--- config.mk ---
export PLATFORM = sky130hd
export DESIGN_NAME = mouse_keys_motion_engine
export DESIGN_NICKNAME = d
export VERILOG_FILES = /design/src/design/mkme_pkg.sv /design/src/design/mkme_ctrl.sv /design/src/design/mkme_datapath.sv /design/src/design/mouse_keys_motion_engine.sv
export SDC_FILE = /design/constraint.sdc
export NUM_CORES = 1
export LEC_CHECK = 0
export ABC_AREA = 1
export BUFFER_PORTS_ARGS = -buffer_cell sky130_fd_sc_hd__buf_2
export CORE_MARGIN = 1.5
export CORE_UTILIZATION = 60
export DETAILED_ROUTE_END_ITERATION = 10
export PLACE_DENSITY = 0.83
export SLEW_MARGIN = 5
export SYNTH_ARGS = -nofsm -noshare
export SYNTH_HDL_FRONTEND = slang
export SYNTH_SLANG_ARGS = --single-unit
--- constraint.sdc ---
create_clock -name clk -period 10.73 [get_ports clk]
set_input_delay 2.146 -clock clk [delete_from_list [all_inputs] [get_ports clk]]
set_output_delay 2.146 -clock clk [all_outputs]
set_load 0.01 [all_outputs]
--- src/design/mkme_pkg.sv ---
// Shared types, codes and constants of the mouse-keys motion engine.
package mkme_pkg;

    // Reset values of the configuration registers.
    localparam logic [7:0] SCALE_LIMIT_RESET        = 8'd20;
    localparam logic [7:0] FAST_POINTER_SCALE_RESET = 8'd10;
    localparam logic [7:0] FAST_SCROLL_SCALE_RESET  = 8'd5;
    localparam logic [5:0] SCROLL_UNIT_RESET        = 6'd1;

    localparam int NUM_BUTTONS_DEFAULT = 8;

    // Configuration register indexes.
    localparam logic [1:0] CFG_SCALE_LIMIT        = 2'd0;
    localparam logic [1:0] CFG_FAST_POINTER_SCALE = 2'd1;
    localparam logic [1:0] CFG_FAST_SCROLL_SCALE  = 2'd2;
    localparam logic [1:0] CFG_SCROLL_UNIT        = 2'd3;

    // Virtual-key codes and item modes.
    localparam logic [4:0] KEY_HIGH_SPEED   = 5'd8;
    localparam logic [4:0] KEY_FIRST_BUTTON = 5'd9;
    localparam logic       MODE_TICK        = 1'b1;

    typedef enum logic [1:0] {
        KIND_NONE    = 2'd0,
        KIND_POINTER = 2'd1,
        KIND_SCROLL  = 2'd2
    } report_kind_t;

    typedef enum logic [1:0] {
        ST_IDLE,
        ST_EXEC,
        ST_FINISH
    } ctrl_state_t;

    // Commands from the controller to the datapath.
    typedef struct packed {
        logic capture;   // latch the accepted input transaction
        logic execute;   // update state and form the first products
        logic publish;   // form the final products into the output register
    } dp_cmd_t;

endpackage

--- src/design/mkme_ctrl.sv ---
// Controller state machine: sequences capture, execute and publish steps.
module mkme_ctrl (
    input  logic              clk,
    input  logic              rst_n,
    input  logic              in_valid,
    output logic              in_ready,
    output logic              out_valid,
    input  logic              out_ready,
    output mkme_pkg::dp_cmd_t cmd
);

    mkme_pkg::ctrl_state_t state_reg;
    mkme_pkg::ctrl_state_t state_next;
    logic                  out_valid_reg;
    logic                  out_valid_next;
    logic                  slot_free;

    // The output register can take a new result when empty or being drained.
    assign slot_free = !out_valid_reg || out_ready;

    always_comb
    begin
        state_next = state_reg;
        unique case (state_reg)
            mkme_pkg::ST_IDLE:
            begin
                if (in_valid)
                begin
                    state_next = mkme_pkg::ST_EXEC;
                end
            end
            mkme_pkg::ST_EXEC:
            begin
                state_next = mkme_pkg::ST_FINISH;
            end
            mkme_pkg::ST_FINISH:
            begin
                if (slot_free)
                begin
                    state_next = in_valid ? mkme_pkg::ST_EXEC : mkme_pkg::ST_IDLE;
                end
            end
            default:
            begin
                state_next = mkme_pkg::ST_IDLE;
            end
        endcase
    end

    always_comb
    begin
        in_ready    = 1'b0;
        cmd.execute = 1'b0;
        cmd.publish = 1'b0;
        unique case (state_reg)
            mkme_pkg::ST_IDLE:
            begin
                in_ready = 1'b1;
            end
            mkme_pkg::ST_EXEC:
            begin
                cmd.execute = 1'b1;
            end
            mkme_pkg::ST_FINISH:
            begin
                in_ready    = slot_free;
                cmd.publish = slot_free;
            end
            default:
            begin
                in_ready = 1'b0;
            end
        endcase
        cmd.capture = in_valid && in_ready;
    end

    always_comb
    begin
        if (cmd.publish)
        begin
            out_valid_next = 1'b1;
        end
        else if (out_ready)
        begin
            out_valid_next = 1'b0;
        end
        else
        begin
            out_valid_next = out_valid_reg;
        end
    end

    assign out_valid = out_valid_reg;

    always_ff @(posedge clk or negedge rst_n)
    begin
        if (!rst_n)
        begin
            state_reg     <= mkme_pkg::ST_IDLE;
            out_valid_reg <= 1'b0;
        end
        else
        begin
            state_reg     <= state_next;
            out_valid_reg <= out_valid_next;
        end
    end

endmodule

--- src/design/mkme_datapath.sv ---
// Datapath: configuration, motion and button state, scaling multipliers, result register.
module mkme_datapath #(
    parameter int NUM_BUTTONS = mkme_pkg::NUM_BUTTONS_DEFAULT
) (
    input  logic               clk,
    input  logic               rst_n,
    input  mkme_pkg::dp_cmd_t  cmd,
    input  logic               cfg_write,
    input  logic [1:0]         cfg_index,
    input  logic [7:0]         cfg_data,
    input  logic               mode,
    input  logic [4:0]         virtual_key,
    input  logic               key_down,
    input  logic               key_repeat,
    output logic [1:0]         report_kind,
    output logic [7:0]         button_mask,
    output logic signed [11:0] move_x,
    output logic signed [11:0] move_y,
    output logic signed [17:0] scroll_vertical,
    output logic signed [17:0] scroll_horizontal,
    output logic               tick_armed
);

    localparam int BTN_IDX_W = (NUM_BUTTONS > 1) ? $clog2(NUM_BUTTONS) : 1;
    localparam logic [5:0] BTN_KEY_END = 6'(int'(mkme_pkg::KEY_FIRST_BUTTON) + NUM_BUTTONS);

    // Saturating step of a signed 4-bit count toward +7 or -8.
    function automatic logic signed [3:0] sat_step(input logic signed [3:0] v, input logic up);
        logic signed [3:0] r;
        if (up)
        begin
            r = (v == 4'sb0111) ? v : v + 4'sd1;
        end
        else
        begin
            r = (v == 4'sb1000) ? v : v - 4'sd1;
        end
        return r;
    endfunction

    // Configuration registers.
    logic [7:0] scale_limit_reg;
    logic [7:0] fast_pointer_scale_reg;
    logic [7:0] fast_scroll_scale_reg;
    logic [5:0] scroll_unit_reg;

    // Captured transaction.
    logic       mode_reg;
    logic [4:0] key_reg;
    logic       down_reg;
    logic       repeat_reg;

    // Engine state.
    logic signed [3:0] count_x_reg, count_x_next;
    logic signed [3:0] count_y_reg, count_y_next;
    logic [7:0]        accel_scale_reg, accel_scale_next;
    logic              scroll_mode_reg, scroll_mode_next;
    logic              high_speed_reg, high_speed_next;
    logic              armed_reg, armed_next;
    logic [3:0]        button_count_reg [NUM_BUTTONS];

    // Intermediate results between execute and publish.
    mkme_pkg::report_kind_t kind_reg, kind_next;
    logic signed [11:0]     prod_x_reg, prod_x_next;
    logic signed [11:0]     prod_y_reg, prod_y_next;

    // Result register.
    logic [1:0]         report_kind_reg;
    logic [7:0]         button_mask_reg;
    logic signed [11:0] move_x_reg, move_y_reg;
    logic signed [17:0] scroll_vertical_reg, scroll_horizontal_reg;
    logic               tick_armed_reg;

    logic                 is_button;
    logic [4:0]           btn_offset;
    logic [BTN_IDX_W-1:0] btn_idx;
    logic [3:0]           btn_count_cur;
    logic [3:0]           btn_count_new;
    logic                 btn_write;
    logic [7:0]           tick_scale;
    logic signed [12:0]   mul_x, mul_y;
    logic signed [18:0]   wheel_v, wheel_h;
    logic [7:0]           mask_now;
    logic signed [3:0]    cx_upd, cy_upd;

    assign is_button     = ({1'b0, key_reg} >= {1'b0, mkme_pkg::KEY_FIRST_BUTTON})
                           && ({1'b0, key_reg} < BTN_KEY_END);
    assign btn_offset    = key_reg - mkme_pkg::KEY_FIRST_BUTTON;
    assign btn_idx       = btn_offset[BTN_IDX_W-1:0];
    assign btn_count_cur = button_count_reg[btn_idx];

    always_comb
    begin
        if (scroll_mode_reg)
        begin
            tick_scale = high_speed_reg ? fast_scroll_scale_reg : accel_scale_reg;
        end
        else
        begin
            tick_scale = high_speed_reg ? fast_pointer_scale_reg : accel_scale_reg;
        end
        mul_x = {{9{count_x_reg[3]}}, count_x_reg} * $signed({5'b0, tick_scale});
        mul_y = {{9{count_y_reg[3]}}, count_y_reg} * $signed({5'b0, tick_scale});
    end

    // State update for one transaction, used in the execute step.
    always_comb
    begin
        count_x_next     = count_x_reg;
        count_y_next     = count_y_reg;
        accel_scale_next = accel_scale_reg;
        scroll_mode_next = scroll_mode_reg;
        high_speed_next  = high_speed_reg;
        armed_next       = armed_reg;
        kind_next        = mkme_pkg::KIND_NONE;
        prod_x_next      = '0;
        prod_y_next      = '0;
        btn_write        = 1'b0;
        btn_count_new    = btn_count_cur;
        cx_upd           = count_x_reg;
        cy_upd           = count_y_reg;

        if (mode_reg == mkme_pkg::MODE_TICK)
        begin
            if (armed_reg)
            begin
                prod_x_next = mul_x[11:0];
                prod_y_next = mul_y[11:0];
                kind_next   = scroll_mode_reg ? mkme_pkg::KIND_SCROLL
                                              : mkme_pkg::KIND_POINTER;
                if (accel_scale_reg < scale_limit_reg)
                begin
                    accel_scale_next = accel_scale_reg + 8'd1;
                end
            end
        end
        else if (is_button)
        begin
            if (!repeat_reg)
            begin
                btn_write = 1'b1;
                if (down_reg)
                begin
                    btn_count_new = (btn_count_cur == 4'hF) ? btn_count_cur
                                                            : btn_count_cur + 4'd1;
                end
                else
                begin
                    btn_count_new = (btn_count_cur == 4'h0) ? btn_count_cur
                                                            : btn_count_cur - 4'd1;
                end
                kind_next = mkme_pkg::KIND_POINTER;
            end
        end
        else if (key_reg <= mkme_pkg::KEY_HIGH_SPEED)
        begin
            if (!repeat_reg)
            begin
                if (key_reg == mkme_pkg::KEY_HIGH_SPEED)
                begin
                    high_speed_next = down_reg;
                end
                else
                begin
                    // Up and left step down on press; down and right step up.
                    if (key_reg[1])
                    begin
                        cx_upd = sat_step(count_x_reg, key_reg[0] == down_reg);
                    end
                    else
                    begin
                        cy_upd = sat_step(count_y_reg, key_reg[0] == down_reg);
                    end
                    if (down_reg)
                    begin
                        scroll_mode_next = key_reg[2];
                    end
                end
            end
            count_x_next = cx_upd;
            count_y_next = cy_upd;
            if ((cx_upd != 4'sd0) || (cy_upd != 4'sd0))
            begin
                armed_next = 1'b1;
            end
            else
            begin
                armed_next       = 1'b0;
                accel_scale_next = 8'd1;
            end
        end
    end

    // Wheel deltas are the negated products scaled by the scroll unit.
    always_comb
    begin
        wheel_v = -({{7{prod_y_reg[11]}}, prod_y_reg} * $signed({13'b0, scroll_unit_reg}));
        wheel_h = -({{7{prod_x_reg[11]}}, prod_x_reg} * $signed({13'b0, scroll_unit_reg}));
    end

    always_comb
    begin
        mask_now = '0;
        for (int b = 0; b < 8; b++)
        begin
            if (b < NUM_BUTTONS)
            begin
                mask_now[b] = |button_count_reg[b];
            end
        end
    end

    always_ff @(posedge clk or negedge rst_n)
    begin
        if (!rst_n)
        begin
            scale_limit_reg        <= mkme_pkg::SCALE_LIMIT_RESET;
            fast_pointer_scale_reg <= mkme_pkg::FAST_POINTER_SCALE_RESET;
            fast_scroll_scale_reg  <= mkme_pkg::FAST_SCROLL_SCALE_RESET;
            scroll_unit_reg        <= mkme_pkg::SCROLL_UNIT_RESET;
        end
        else if (cfg_write)
        begin
            unique case (cfg_index)
                mkme_pkg::CFG_SCALE_LIMIT:        scale_limit_reg        <= cfg_data;
                mkme_pkg::CFG_FAST_POINTER_SCALE: fast_pointer_scale_reg <= cfg_data;
                mkme_pkg::CFG_FAST_SCROLL_SCALE:  fast_scroll_scale_reg  <= cfg_data;
                mkme_pkg::CFG_SCROLL_UNIT:        scroll_unit_reg        <= cfg_data[5:0];
                default:                          scroll_unit_reg        <= scroll_unit_reg;
            endcase
        end
    end

    always_ff @(posedge clk or negedge rst_n)
    begin
        if (!rst_n)
        begin
            count_x_reg     <= '0;
            count_y_reg     <= '0;
            accel_scale_reg <= 8'd1;
            scroll_mode_reg <= 1'b0;
            high_speed_reg  <= 1'b0;
            armed_reg       <= 1'b0;
            for (int b = 0; b < NUM_BUTTONS; b++)
            begin
                button_count_reg[b] <= '0;
            end
        end
        else if (cmd.execute)
        begin
            count_x_reg     <= count_x_next;
            count_y_reg     <= count_y_next;
            accel_scale_reg <= accel_scale_next;
            scroll_mode_reg <= scroll_mode_next;
            high_speed_reg  <= high_speed_next;
            armed_reg       <= armed_next;
            if (btn_write)
            begin
                button_count_reg[btn_idx] <= btn_count_new;
            end
        end
    end

    always_ff @(posedge clk)
    begin
        if (cmd.capture)
        begin
            mode_reg   <= mode;
            key_reg    <= virtual_key;
            down_reg   <= key_down;
            repeat_reg <= key_repeat;
        end
        if (cmd.execute)
        begin
            kind_reg   <= kind_next;
            prod_x_reg <= prod_x_next;
            prod_y_reg <= prod_y_next;
        end
        if (cmd.publish)
        begin
            report_kind_reg <= kind_reg;
            button_mask_reg <= mask_now;
            tick_armed_reg  <= armed_reg;
            if (kind_reg == mkme_pkg::KIND_POINTER)
            begin
                move_x_reg <= prod_x_reg;
                move_y_reg <= prod_y_reg;
            end
            else
            begin
                move_x_reg <= '0;
                move_y_reg <= '0;
            end
            if (kind_reg == mkme_pkg::KIND_SCROLL)
            begin
                scroll_vertical_reg   <= wheel_v[17:0];
                scroll_horizontal_reg <= wheel_h[17:0];
            end
            else
            begin
                scroll_vertical_reg   <= '0;
                scroll_horizontal_reg <= '0;
            end
        end
    end

    assign report_kind       = report_kind_reg;
    assign button_mask       = button_mask_reg;
    assign move_x            = move_x_reg;
    assign move_y            = move_y_reg;
    assign scroll_vertical   = scroll_vertical_reg;
    assign scroll_horizontal = scroll_horizontal_reg;
    assign tick_armed        = tick_armed_reg;

endmodule

--- src/design/mouse_keys_motion_engine.sv ---
// Each accepted transaction passes through the execute step (state update,
// count-by-scale multiply) and the publish step (scroll-unit multiply into the
// output register) of the shared datapath; publish waits for a free output register,
// and while a transaction is in flight the next is taken only as it is published.
// Reset: rst_n is asynchronous and active low; it clears all motion and button
// state, loads the default configuration and empties the output register.
module mouse_keys_motion_engine #(
    parameter int NUM_BUTTONS = mkme_pkg::NUM_BUTTONS_DEFAULT
) (
    input  logic               clk,
    input  logic               rst_n,
    // Configuration write port.
    input  logic               cfg_write,
    input  logic [1:0]         cfg_index,
    input  logic [7:0]         cfg_data,
    // Input transaction: a key event or a timer tick.
    input  logic               in_valid,
    output logic               in_ready,
    input  logic               mode,
    input  logic [4:0]         virtual_key,
    input  logic               key_down,
    input  logic               key_repeat,
    // Output transaction: one report per input transaction.
    output logic               out_valid,
    input  logic               out_ready,
    output logic [1:0]         report_kind,
    output logic [7:0]         button_mask,
    output logic signed [11:0] move_x,
    output logic signed [11:0] move_y,
    output logic signed [17:0] scroll_vertical,
    output logic signed [17:0] scroll_horizontal,
    output logic               tick_armed
);

    // The controller walks each transaction through capture, execute and
    // publish. While a finished result waits in the output register the
    // controller holds in the publish state; as soon as the register frees
    // up it loads the new result and takes the next transaction in the same
    // cycle, so back-to-back work proceeds without an idle state in between.
    mkme_pkg::dp_cmd_t cmd;

    mkme_ctrl u_ctrl (
        .clk       (clk),
        .rst_n     (rst_n),
        .in_valid  (in_valid),
        .in_ready  (in_ready),
        .out_valid (out_valid),
        .out_ready (out_ready),
        .cmd       (cmd)
    );

    // The datapath holds the configuration, the signed motion counts, the
    // acceleration scale, the per-button press counts and the result
    // register. Tick reports use the state as it stood before the tick;
    // the button mask and the armed flag show the state after the update.
    mkme_datapath #(
        .NUM_BUTTONS (NUM_BUTTONS)
    ) u_datapath (
        .clk               (clk),
        .rst_n             (rst_n),
        .cmd               (cmd),
        .cfg_write         (cfg_write),
        .cfg_index         (cfg_index),
        .cfg_data          (cfg_data),
        .mode              (mode),
        .virtual_key       (virtual_key),
        .key_down          (key_down),
        .key_repeat        (key_repeat),
        .report_kind       (report_kind),
        .button_mask       (button_mask),
        .move_x            (move_x),
        .move_y            (move_y),
        .scroll_vertical   (scroll_vertical),
        .scroll_horizontal (scroll_horizontal),
        .tick_armed        (tick_armed)
    );

endmodule

==> metrics.txt, run 1 <==
outcome finished, final reports clean; Unique masters post-synth 45; Post-DP HPWL about 26000 um; Critical Path End Type flip-flop; Worst-Margin Slew a little over 1 ns; list of most frequent post-synthesis cells nand2_1, inv_1, nor2_1; via count 13100; initial antenna violation count 0; Iter 0 DRT Violations 847; # clock sinks around 190; Mapped Avg Cell Area between 8 and 9 um^2; DP Cell Count about 2400; Core Box Area between 20000 and 30000 um^2; Switching Fraction between 40% and 50%; placed cell area around 17000 um^2; power density over the cells 226 nW/um^2; largest cells by area after synthesis edfxtp_1, fa_1, ha_1; worst-case clock buffer depth 2; Die Span Y 169 um; area of the die 28600 um^2; Static Leakage 9.60 nW; unrepaired setup endpoints after global routing false; first-pass GRT wire length about 60000 um; Comb pwr share 59.3%; Layout Area Growth over Synthesis 8.04%; TNS Setup 0 ns; Die W roughly 170 um; fin crit period 4.97 ns; clk root buf clkbuf_16; register bit total from synthesis about 190; CTS tree yes; Final Hold Viols 0; postcts setup bufs 0; cell with the most instances after synthesis nand2_1; Yosys warning total 0; Final Core Density roughly two thirds; number of max-cap violations 0; register clock-pin slew on the reported worst setup and hold paths approximately 0.09 ns; hold_buf cts 0; PortBufs 95; routability cong. a little over 0.9; register-to-register path setup slack 5.76 ns; CTS buffer count 17; startpoint types flip-flop; Ant. Diodes 0; Final ANT Viol Nets 0; clock network power share ~16%; Initial Utilization between 60 and 70%; Internal 2.12 mW; asr flop ratio synth between 40% and 50%; Hold Crit Class reg -> reg; sequential share of power around 25%; Total GRT Usage 25.8%; largest net degree at the start of global routing between 70 and 80; Hold WS 0.486 ns; H-Tree Depth 4; nets@finish around 2400; Mapped Cells between 2000 and 2500; Slew Viols, Final 0; residual DRC count 0; Post-CTS Resized 0; Critical Path RT 10.94 ns; later-pin clock latency in the skew report 0.45 ns; FMAX just over 0.2 GHz; IO Pins between 90 and 100; max reg flops 32; Mapped Area approximately 17000 um^2; post-DR wirelength/cell between 10 and 15 um; Final period util a little under half; Final Cell Area ~18000 um^2; Clock Skew 0.0115 ns; sequential area share after synthesis 31.8%; Worst VDD drop 0.141 mV; crit path DAT roughly 5.2 ns; share of layout cells above drive strength 1 around a tenth; Top FF cell, synth edfxtp_1; top-area cell type share of the netlist area between 10% and 20%; First-pass DRT Iterations 6; Finish-stage setup viols 0; post-synthesis net count 2337; Psw slightly below 2 mW; CP max FO 25; Post-synth EDFFs 105; Post-Layout Cell Count around 2500; Layout fillers between 2000 and 2500; Relative slew margins between 30% and 40%; vias in the first global route roughly 13000; CP Class reg -> reg; Yosys top cell by area edfxtp_1; post-DR vias/cell 5.33; Routed WL between 30000 and 40000 um; cell row count 60; total gr overflow 0
## worst paths after layout
path                                                                 to  cells past startpoint                                         from
min                         u_datapath.button_count_reg[27]$_DFFE_PN0P_                      2  u_datapath.button_count_reg[27]$_DFFE_PN0P_
max                        u_datapath.scroll_vertical[15]$_SDFFCE_PP0P_                     18    u_datapath.scroll_unit_reg[4]$_DFFE_PN0P_
min in group asynchronous   u_datapath.button_count_reg[27]$_DFFE_PN0P_                      1                                        rst_n
min reg2reg                 u_datapath.button_count_reg[27]$_DFFE_PN0P_                      2  u_datapath.button_count_reg[27]$_DFFE_PN0P_
max reg2reg                u_datapath.scroll_vertical[15]$_SDFFCE_PP0P_                     18    u_datapath.scroll_unit_reg[4]$_DFFE_PN0P_
max in group asynchronous     u_datapath.scale_limit_reg[7]$_DFFE_PN0P_                      2                                        rst_n
## stage by stage
step	total power, mW	worst slack (ns)
2_1_floorplan	2.87	5.06
3_3_place_gp	3.28	5.83
3_5_place_dp	3.37	5.80
4_1_cts	4.04	5.79
5_1_grt	4.50	5.48
6_report	4.04	5.76
## per-layer routing
layer	GRT usage (%)	share of wire [%]
met4	9.08	2.1
met1	33.1	44
met3	2.99	5.2
met2	45.5	49
met5	0	0
## cells in the final DEF (no fill, tap or decap), drive strengths merged, types with 4 or more instances in the layout
cell / Yosys / routed
nand2: 517 / 517
inv: 471 / 479
nor2: 162 / 162
ha: 155 / 155
fa: 128 / 128
o21ai: 113 / 113
edfxtp: 105 / 105
nand3: 104 / 104
buf: 16 / 100
dfrtp: 76 / 76
a21oi: 69 / 69
clkbuf: 31 / 17
nor3: 14 / 14
clkinv: 5 / 11
nand4: 10 / 10
xor2: 10 / 10
xnor2: 9 / 9
dfstp: 8 / 8
a21o: 6 / 6
o21a: 5 / 5
o21bai: 4 / 4
## power groups by stage
stage	sequential (mW)	combinational, mW	clock, mW
after CTS	1.00	2.39	0.650
after detailed placement	1.01	2.36	0
after floorplan	0.971	1.90	0
final	1.00	2.40	0.644
after global routing	1.02	2.80	0.676
after global placement	1.01	2.27	0
## final cells by class
class	instances	area [um^2]	area share, %
clock buffers	17	425	2.38
multi-input cells	1319	9260	51.8
inverters	476	1800	10.1
repair buffers	100	515	2.89
clock inverters	15	173	0.967
well taps	341	427	2.39
flip-flops and latches	189	5270	29.5
## cell families after synthesis
family	share of synthesized area, %
AOI/OAI and AO/OA	6.82
buffers and inverters	12.2
xor gates and xnor gates	1.23
DFF	31.8
and+or+nand+nor	20.7
adders and majority gates	27.2
## critical path: stages, from the launching register on
cell and delay, ns:
dfrtp_1 0.95, nand2_1 0.18, fa_1 0.57, inv_1 0.05, ha_1 0.27, inv_1 0.05, fa_1 0.54, inv_1 0.06
fa_1 0.53, inv_1 0.04, ha_1 0.38, a21oi_1 0.12, o21ai_0 0.34, nand3_1 0.13, o2111ai_1 0.19, a21o_1 0.19
nand2_1 0.06, nand2_1 0.06, nor2_1 0.03
Note: power is estimated with default switching activity, not from simulation.
==> run 2: changes to the inputs <==
--- a/config.mk
+++ b/config.mk
@@ -5,12 +5,12 @@
 export SDC_FILE = /design/constraint.sdc
 export NUM_CORES = 1
 export LEC_CHECK = 0
-export ABC_AREA = 1
+export ABC_AREA = 0
 export BUFFER_PORTS_ARGS = -buffer_cell sky130_fd_sc_hd__buf_2
 export CORE_MARGIN = 1.5
-export CORE_UTILIZATION = 60
+export CORE_UTILIZATION = 57
 export DETAILED_ROUTE_END_ITERATION = 10
-export PLACE_DENSITY = 0.83
+export PLACE_DENSITY = 0.82
 export SLEW_MARGIN = 5
 export SYNTH_ARGS = -nofsm -noshare
 export SYNTH_HDL_FRONTEND = slang
==> constraint.sdc (replaced) <==
create_clock -name clk -period 4.42 [get_ports clk]
set_input_delay 0.884 -clock clk [delete_from_list [all_inputs] [get_ports clk]]
set_output_delay 0.884 -clock clk [all_outputs]
set_load 0.01 [all_outputs]
==> run 2 against run 1 <==
Via count is 3.6% lower; the run now ends with setup timing left; clock-buffer cell count did not move; largest cell class unchanged; cell count decreased by 8.9%; register-to-register slack got worse by 5.9 ns; setup slack got worse by 5.9 ns; die area grew 3.5%; critical path type unchanged; non-clock buffer count up 122; synthesized cell count decreased by 19%; utilization rose by 3.0 points; clock skew up 0.018 ns; routed wire length rose by 13%; sequential share of layout area decreased by 2.2 points.
==> metrics.txt, run 2 <==
outcome finished with violations; failing checks setup timing; max reg flops 32; Reg2Reg Depth 15; Die Span Y approximately 170 um; share of layout cells above drive strength 1 roughly a quarter; Final period util 102%; CP max FO 8; commonest non-fill, non-tap cells in the layout inv_1, nand2_1, ha_1; max incr delay on CP 0.55 ns; cell with the most instances after synthesis inv_1; vias in the first global route between 10000 and 15000; crit path launch u_datapath.scroll_unit_reg[2]$_DFFE_PN0P_; post-DR wirelength/cell roughly 18 um; Unique masters post-synth 70; total gr overflow 0; Top FF cell, synth edfxtp_1; Mapped Area around 16000 um^2; Yosys top cell by area edfxtp_1; CP Class reg -> reg; Clock Skew a little under 0.03 ns; startpoint types flip-flop; top-area cell type share of the netlist area between 10% and 20%; FMAX approximately 0.22 GHz; initial antenna violation count 0; residual DRC count 0; nets@finish 2154; via count 12600; register bit total from synthesis roughly 190; first-pass GRT wire length approximately 59000 um; Layout Area Growth over Synthesis 18.6%; Post-synth EDFFs between 100 and 150; Hold WS between 0.5 and 0.6 ns; Routed WL between 30000 and 40000 um; fin crit period 4.52 ns; Initial Utilization between 50 and 60%; First-pass DRT Iterations 5; Hold Crit Class reg -> reg; area of the die 29600 um^2; Mapped Cells 1655; Total GRT Usage around 25%; Slew Viols, Final 0; placed cell area 17900 um^2; Iter 0 DRT Violations between 900 and 1000; worst setup margin -0.102 ns; Post-DP HPWL roughly 26000 um; Final Cell Area roughly 19000 um^2; Ant. Diodes 0; sequential area share after synthesis 32.4%; DP Cell Count 2192; # clock sinks between 150 and 200; RR Endpoint u_datapath.scroll_horizontal[16]$_SDFFCE_PP0P_; H-Tree Depth 4; PortBufs 95; Die W about 170 um; Finish-stage setup viols 7; crit-path cells buf_4 > and2_1 > fa_1 > ha_1 > inv_1 > fa_1 > inv_1 > fa_1 > inv_1 > ha_1 > a2111oi_2 > o21ai_1 > a41o_1 > a31oi_2 > mux2i_1; number of max-cap violations 0; largest net degree at the start of global routing 85; Final Core Density between 60% and 70%; crit path DAT ~4.7 ns; Mapped Avg Cell Area ~9.8 um^2; Critical Path End Type flip-flop; list of most frequent post-synthesis cells inv_1, nand2_1, ha_1; Critical Path RT ~4.6 ns; Relative slew margins roughly a quarter; Yosys warning total 0; asr flop ratio synth between 40% and 50%; Post-Layout Cell Count 2239; CTS tree yes; worst setup path endpoint u_datapath.scroll_horizontal[16]$_SDFFCE_PP0P_; r2r startpoint u_datapath.scroll_unit_reg[2]$_DFFE_PN0P_; Final Hold Viols 0; IO Pins 96; register-to-register path setup slack -0.10 ns; register clock-pin slew on the reported worst setup and hold paths roughly 0.090 ns; Core Box Area 27900 um^2; post-DR vias/cell roughly 5.6; unrepaired setup endpoints after global routing true; worst-case clock buffer depth 2; routability cong. between 0.8 and 0.9; most common cell after layout, fill and taps aside inv_1; post-synthesis net count a little under 2000; clk root buf clkbuf_16; CTS buffer count 17; Final ANT Viol Nets 0; Worst-Margin Slew between 1 and 1.5 ns; largest cells by area after synthesis edfxtp_1, fa_1, ha_1; later-pin clock latency in the skew report approximately 0.46 ns; CP max stage cell fa_1; cell row count 61
==> run 2: changes by cell type after synthesis, moves of 28 or more <==
cell,before,now
nand3_1,99,37
mux2_2,0,54
a21oi_1,69,36
nand2b_1,0,29
inv_1,451,298
nand2_1,482,176
o21ai_0,85,44
nand2_2,28,0
nor2_1,157,83
and2_1,0,94
xnor2_1,8,36
==> run 2: layout make-up <==
class                      instances  area, um^2
inverter                         302        1130
timing repair buffer             222        1510
clock inverter                    15         220
sequential                       189        5270
clock buffer                      17         425
fill                            1876        8640
multi-input combinational       1116       10300
tap                              378         473
==> run 2: repair_timing <==
| action | in CTS | in global routing |
|---|---|---|
| hold buffers | 0 | 0 |
| resized for setup | 32 | 111 |
| setup buffers | 4 | 12 |
| setup endpoints to repair | 17 | 25 |
| pin swaps | 19 | 70 |
==> run 2: kinds of logic (layout without fill, tap and decap cells) <==
kind of cell | Yosys count | after routing | synth area share, %
AND/OR/NAND/NOR | 523 | 523 | 16.2
buffers and inverters | 350 | 556 | 8.17
adder cells (fa/ha/maj) | 283 | 283 | 27.7
flip-flops | 189 | 189 | 32.4
AO/OA/AOI/OAI | 181 | 181 | 7.40
multiplexers | 79 | 79 | 5.28
XOR/XNOR | 50 | 50 | 2.92
==> run 2: worst min-delay path by stage <==
stage | start | endpoint | cells past startpoint
after floorplan | u_datapath.button_count_reg[19]$_DFFE_PN0P_ | u_datapath.button_count_reg[19]$_DFFE_PN0P_ | 2
after detailed placement | u_datapath.button_count_reg[31]$_DFFE_PN0P_ | u_datapath.button_count_reg[31]$_DFFE_PN0P_ | 2
final | u_datapath.button_count_reg[19]$_DFFE_PN0P_ | u_datapath.button_count_reg[19]$_DFFE_PN0P_ | 2
after global routing | u_datapath.fast_pointer_scale_reg[4]$_DFFE_PN0P_ | u_datapath.fast_pointer_scale_reg[4]$_DFFE_PN0P_ | 1
after CTS | u_datapath.button_count_reg[3]$_DFFE_PN0P_ | u_datapath.button_count_reg[3]$_DFFE_PN0P_ | 2
after global placement | u_datapath.button_count_reg[19]$_DFFE_PN0P_ | u_datapath.button_count_reg[19]$_DFFE_PN0P_ | 2
==> run 2: worst max-delay path: cells and delay by family (launching register included) <==
kind	cells	cell delay (ns)
AOI/OAI and AO/OA	4	1.10
muxes	1	0.09
buffers and inverters	4	0.34
and+or+nand+nor	1	0.15
DFF	1	0.49
adders and majority gates	5	2.12
==> run 2: stage by stage <==
step,TNS [ns],worst slack (ns)
2_1_floorplan,-0.00902,-0.00902
3_3_place_gp,-0.281,-0.0945
3_5_place_dp,-1.35,-0.162
4_1_cts,-0.00540,-0.00540
5_1_grt,-2.54,-0.289
6_report,-0.343,-0.102
==> run 2: per-layer routing <==
metal  global-route usage (%)  wire length, um  vias to the layer above
met5                        0                0                        -
met4                     9.34             1310                        0
met3                     3.30             2240                      133
met2                     45.0            20400                      568
met1                     32.0            15600                     6127
li1                         -                -                     5805
Power of run 2 is not shown: default switching activity piles up to over one toggle a cycle in this logic, so the estimate is an artifact.
